===== src/rtl/qtg_div_pipe.sv =====
// Pipelined restoring divider, a few quotient bits per register stage.
// Carries a side payload along; standalone, no package dependency.
`default_nettype none

module qtg_div_pipe #(
  parameter int NUM_W  = 48,
  parameter int DEN_W  = 16,
  parameter int BPS    = 4,
  parameter int SIDE_W = 1
) (
  input  logic              clk,
  input  logic              rst,
  input  logic              in_valid,
  output logic              in_ready,
  input  logic [NUM_W-1:0]  in_num,
  input  logic [DEN_W-1:0]  in_den,
  input  logic [SIDE_W-1:0] in_side,
  output logic              out_valid,
  input  logic              out_ready,
  output logic [NUM_W-1:0]  out_quo,
  output logic [SIDE_W-1:0] out_side
);

  localparam int STAGES = NUM_W / BPS;

  logic [STAGES-1:0] vld;
  logic [DEN_W-1:0]  rem_q  [STAGES];
  logic [NUM_W-1:0]  nq_q   [STAGES];  // numerator bits on top, quotient shifts in below
  logic [DEN_W-1:0]  den_q  [STAGES];
  logic [SIDE_W-1:0] side_q [STAGES];

  wire [STAGES:0] en;
  assign en[STAGES] = out_ready;

  for (genvar g = 0; g < STAGES; g++) begin : g_stage
    logic              v_src;
    logic [DEN_W-1:0]  rem_src;
    logic [DEN_W-1:0]  den_src;
    logic [NUM_W-1:0]  nq_src;
    logic [SIDE_W-1:0] side_src;
    logic [DEN_W-1:0]  rem_nx;
    logic [NUM_W-1:0]  nq_nx;

    if (g == 0) begin : g_first
      assign v_src    = in_valid;
      assign rem_src  = '0;
      assign den_src  = in_den;
      assign nq_src   = in_num;
      assign side_src = in_side;
    end else begin : g_next
      assign v_src    = vld[g-1];
      assign rem_src  = rem_q[g-1];
      assign den_src  = den_q[g-1];
      assign nq_src   = nq_q[g-1];
      assign side_src = side_q[g-1];
    end

    assign en[g] = !vld[g] || en[g+1];

    always_comb begin : step
      logic [DEN_W:0] t;
      rem_nx = rem_src;
      nq_nx  = nq_src;
      for (int b = 0; b < BPS; b++) begin
        t = {rem_nx, nq_nx[NUM_W-1]};
        if (t >= {1'b0, den_src}) begin
          rem_nx = DEN_W'(t - {1'b0, den_src});
          nq_nx  = {nq_nx[NUM_W-2:0], 1'b1};
        end else begin
          rem_nx = t[DEN_W-1:0];
          nq_nx  = {nq_nx[NUM_W-2:0], 1'b0};
        end
      end
    end

    always_ff @(posedge clk) begin
      if (rst) begin
        vld[g] <= 1'b0;
      end else if (en[g]) begin
        vld[g] <= v_src;
      end
    end

    always_ff @(posedge clk) begin
      if (en[g]) begin
        rem_q[g]  <= rem_nx;
        nq_q[g]   <= nq_nx;
        den_q[g]  <= den_src;
        side_q[g] <= side_src;
      end
    end
  end

  assign in_ready  = en[0];
  assign out_valid = vld[STAGES-1];
  assign out_quo   = nq_q[STAGES-1];
  assign out_side  = side_q[STAGES-1];

endmodule

`default_nettype wire


===== config.mk =====
export PLATFORM = sky130hd
export DESIGN_NAME = qtg_div_pipe
export DESIGN_NICKNAME = d
export VERILOG_FILES = /design/src/rtl/qtg_div_pipe.sv
export SDC_FILE = /design/constraint.sdc
export NUM_CORES = 2
export LEC_CHECK = 0
export BUFFER_PORTS_ARGS = -buffer_cell sky130_fd_sc_hd__buf_2
export CORE_ASPECT_RATIO = 0.7
export CORE_UTILIZATION = 61
export DETAILED_ROUTE_END_ITERATION = 6
export PLACE_DENSITY = 0.78
export REMOVE_ABC_BUFFERS = 1
export SKIP_LAST_GASP = 1
export SYNTH_ARGS = -nofsm -noshare
export SYNTH_HDL_FRONTEND = slang
export SYNTH_SLANG_ARGS = --single-unit

===== constraint.sdc =====
create_clock -name clk -period 21.9 [get_ports clk]
set_input_delay 3.285 -clock clk [delete_from_list [all_inputs] [get_ports clk]]
set_output_delay 3.285 -clock clk [all_outputs]
set_load 0.03 [all_outputs]

==> results.cfg <==
[clock_network]
cts-resized-gates = 0
clkLatencyLatePin_ps = 730
numCtsBuffers = 92
cts_hold_buffers = 0
cts_root_buffer = clkbuf_16
post_cts_buffers = 0
cts_tree = built
htree_num_levels = 3
cts_sinks = 952
clkTransAtPathRegs_ps = 70
cts_buffer_depth = 3

[worst_hold_path]
hold_path.class = reg -> reg
min_from = side_q[0][2]
whs_path_depth = 0
holdPathEnd = side_q[0][3]

[logic_synthesis]
synth_seq_area_share_pct = 40.4
postSynthCellCount = 6752
synth_cell_type_count = 108
synthArstFlopShare_pct = 0
synthTopCellsByCount = edfxtp_1 (940), ha_1 (754), a21oi_1 (558), inv_1 (485), nor2_1 (441)
synth-main-ff-cell = edfxtp_1
synth_top_area_share_pct = 40.1
syn_area_um2 = 70400
synthTopCellsByArea = edfxtp_1 (40%), ha_1 (13%), mux2_2 (5.4%)
synth_edf_count = 940
yosysTopAreaCell = edfxtp_1
syn_area_per_cell_um2 = 10.4
yosysMostFrequentCell = edfxtp_1
ys.warnings.count = 0
synth_seq_cells = 952

[routing]
wl_um = 183000
vias_per_cell = 6.34
wl_per_cell_um = 21.5
drt_iter0_drc = 6251
drtPass1Iterations = 6
drc = 0
num_vias = 53900
antenna_left = 0

[global_routing]
grt.overflow.total = 0
grt_use_total_pct = 30.7
grt_max_degree = 73
grt-busiest-layer = met1
use_met3_pct = 4.00
grt_pass1_vias = 50200
grt_antenna_before_repair = 6
grt_first_pass_wirelength_um = 283000
met1_usage_pct = 48.0
met2_usage_pct = 44.8

[final_layout]
drive_gt1_share_pct = 10.7
multi_input_area_um2 = 39700
fillerInstances = 8656
design_area_um2 = 76100
final_cell_count_no_fill = 8506
final_core_util_pct = 67.0
seqCellArea_um2 = 28500
final_nets = 7773
syn2layout_area_growth_pct = 8.03

[sta]
fin_setup_tns_ps = 0
timing.slew.headroom_pct = 12.1
period_minus_slack_ps = 14150
slew_violations = 0
skew_ps = 36.7
finalCritPeriodShare_pct = 64.6
max_clock_freq_mhz = 70.7
worst_pin_slew_ps = 1290
rsz0062_at_grt = false
setup_viol = 0
finalHoldViolations = 0

[critical_path]
slowest_stage = nor3b_2
r2r-end = rem_q[9][3]
critPathMaxFanout = 17
r2r_start = den_q[8][12]
crit_path_start_kind = input port
worstPathArrival_ps = 14630
cp.required_ps = 22380
r2r_cells = 44
end_kind = register
crit_type = in -> reg
reg2reg_slack_ps = 8970
slowest_delay_ps = 780

[floorplan]
coreArea_um2 = 114000
ios = 120
start_util_pct = 62.0
std_cell_rows = 103
die_w_um = 408
dieArea_um2 = 117000
die_h_um = 286

[place]
placed_cell_area_um2 = 72800
dp.cells = 8332
io_buffers = 119
gp_congestion = 0.962
place_hpwl_um = 140000

[run]
max_cap_violations = 0

[status]
status = complete, no violations
metal layers:
| metal | vias up | share of wire, % | routed length, µm |
|---|---|---|---|
| li1 | 25600 | - | - |
| met1 | 25700 | 48 | 87200 |
| met2 | 2306 | 42 | 76100 |
| met3 | 260 | 8.6 | 15700 |
| met4 | 0 | 2.3 | 4180 |
| met5 | - | 0 | 0 |
cell type report:
type,count,share of cell area [%]
antenna,1,0.00329
clock buffer,115,3.29
clock inverter,58,0.921
inverter,493,2.44
multi-input combinational,5205,52.2
sequential,952,37.4
tap,1522,2.50
timing repair buffer,160,1.19
worst max-delay path by stage:
stage                         start          end  slack (ps)  depth (start not counted)
final                     in_den[4]  rem_q[0][7]        7750                         39
after global routing      in_den[4]  rem_q[0][2]        6620                         39
after CTS                 in_den[4]  rem_q[0][7]        7820                         39
after detailed placement  in_den[4]  rem_q[0][4]        7110                         39
after global placement    in_den[4]  rem_q[0][7]        7170                         39
after floorplan           out_ready     in_ready        7500                          7
sequential cells by signal, summed over array words and instances, names as in the netlist:
| signal | count |
|---|---|
| nq_q | 576 |
| den_q | 176 |
| out_valid | 1 |
| rem_q | 176 |
| g_stage.v_src | 11 |
| side_q | 12 |
metrics by stage:
stage / setup slack [ps] / hold WS (ps)
2_1_floorplan: 7500 / 400
3_3_place_gp: 7170 / 401
3_5_place_dp: 7110 / 405
4_1_cts: 7820 / 401
5_1_grt: 6620 / 411
6_report: 7750 / 395
cell usage in the layout, fill, tap and decap left out, drive strengths merged, types with 180 or more instances in the layout:
cell type and n:
xnor2 360, edfxtp 940, nand2 358, ha 754
a21oi 560, nor2 442, mux2 387, a21o 242
xor2 180, inv 502, o21ai 350
cell families (layout without fill, tap and decap cells):
group                    count (synthesis)  count (layout)  share of synthesized area, %
adder cells (fa/ha/maj)                800             800                          14.7
AO/OA/AOI/OAI                         1791            1791                          16.4
XOR/XNOR                               540             540                          6.72
multiplexers                           451             451                          7.12
AND/OR/NAND/NOR                       1623            1623                          11.3
flip-flops                             952             952                          40.4
buffers and inverters                  595             826                          3.26
other                                    0               1                             0
critical path, delay by kind of cell:
family | cells | cell delay (ps)
adder cells (fa/ha/maj) | 3 | 930
multiplexers | 2 | 910
AO/OA/AOI/OAI | 21 | 5590
AND/OR/NAND/NOR | 10 | 3320
buffers and inverters | 3 | 550
Power is left out: the tool's default activity adds up to more than one toggle a clock period on the data nets, which glitch-free logic cannot reach.
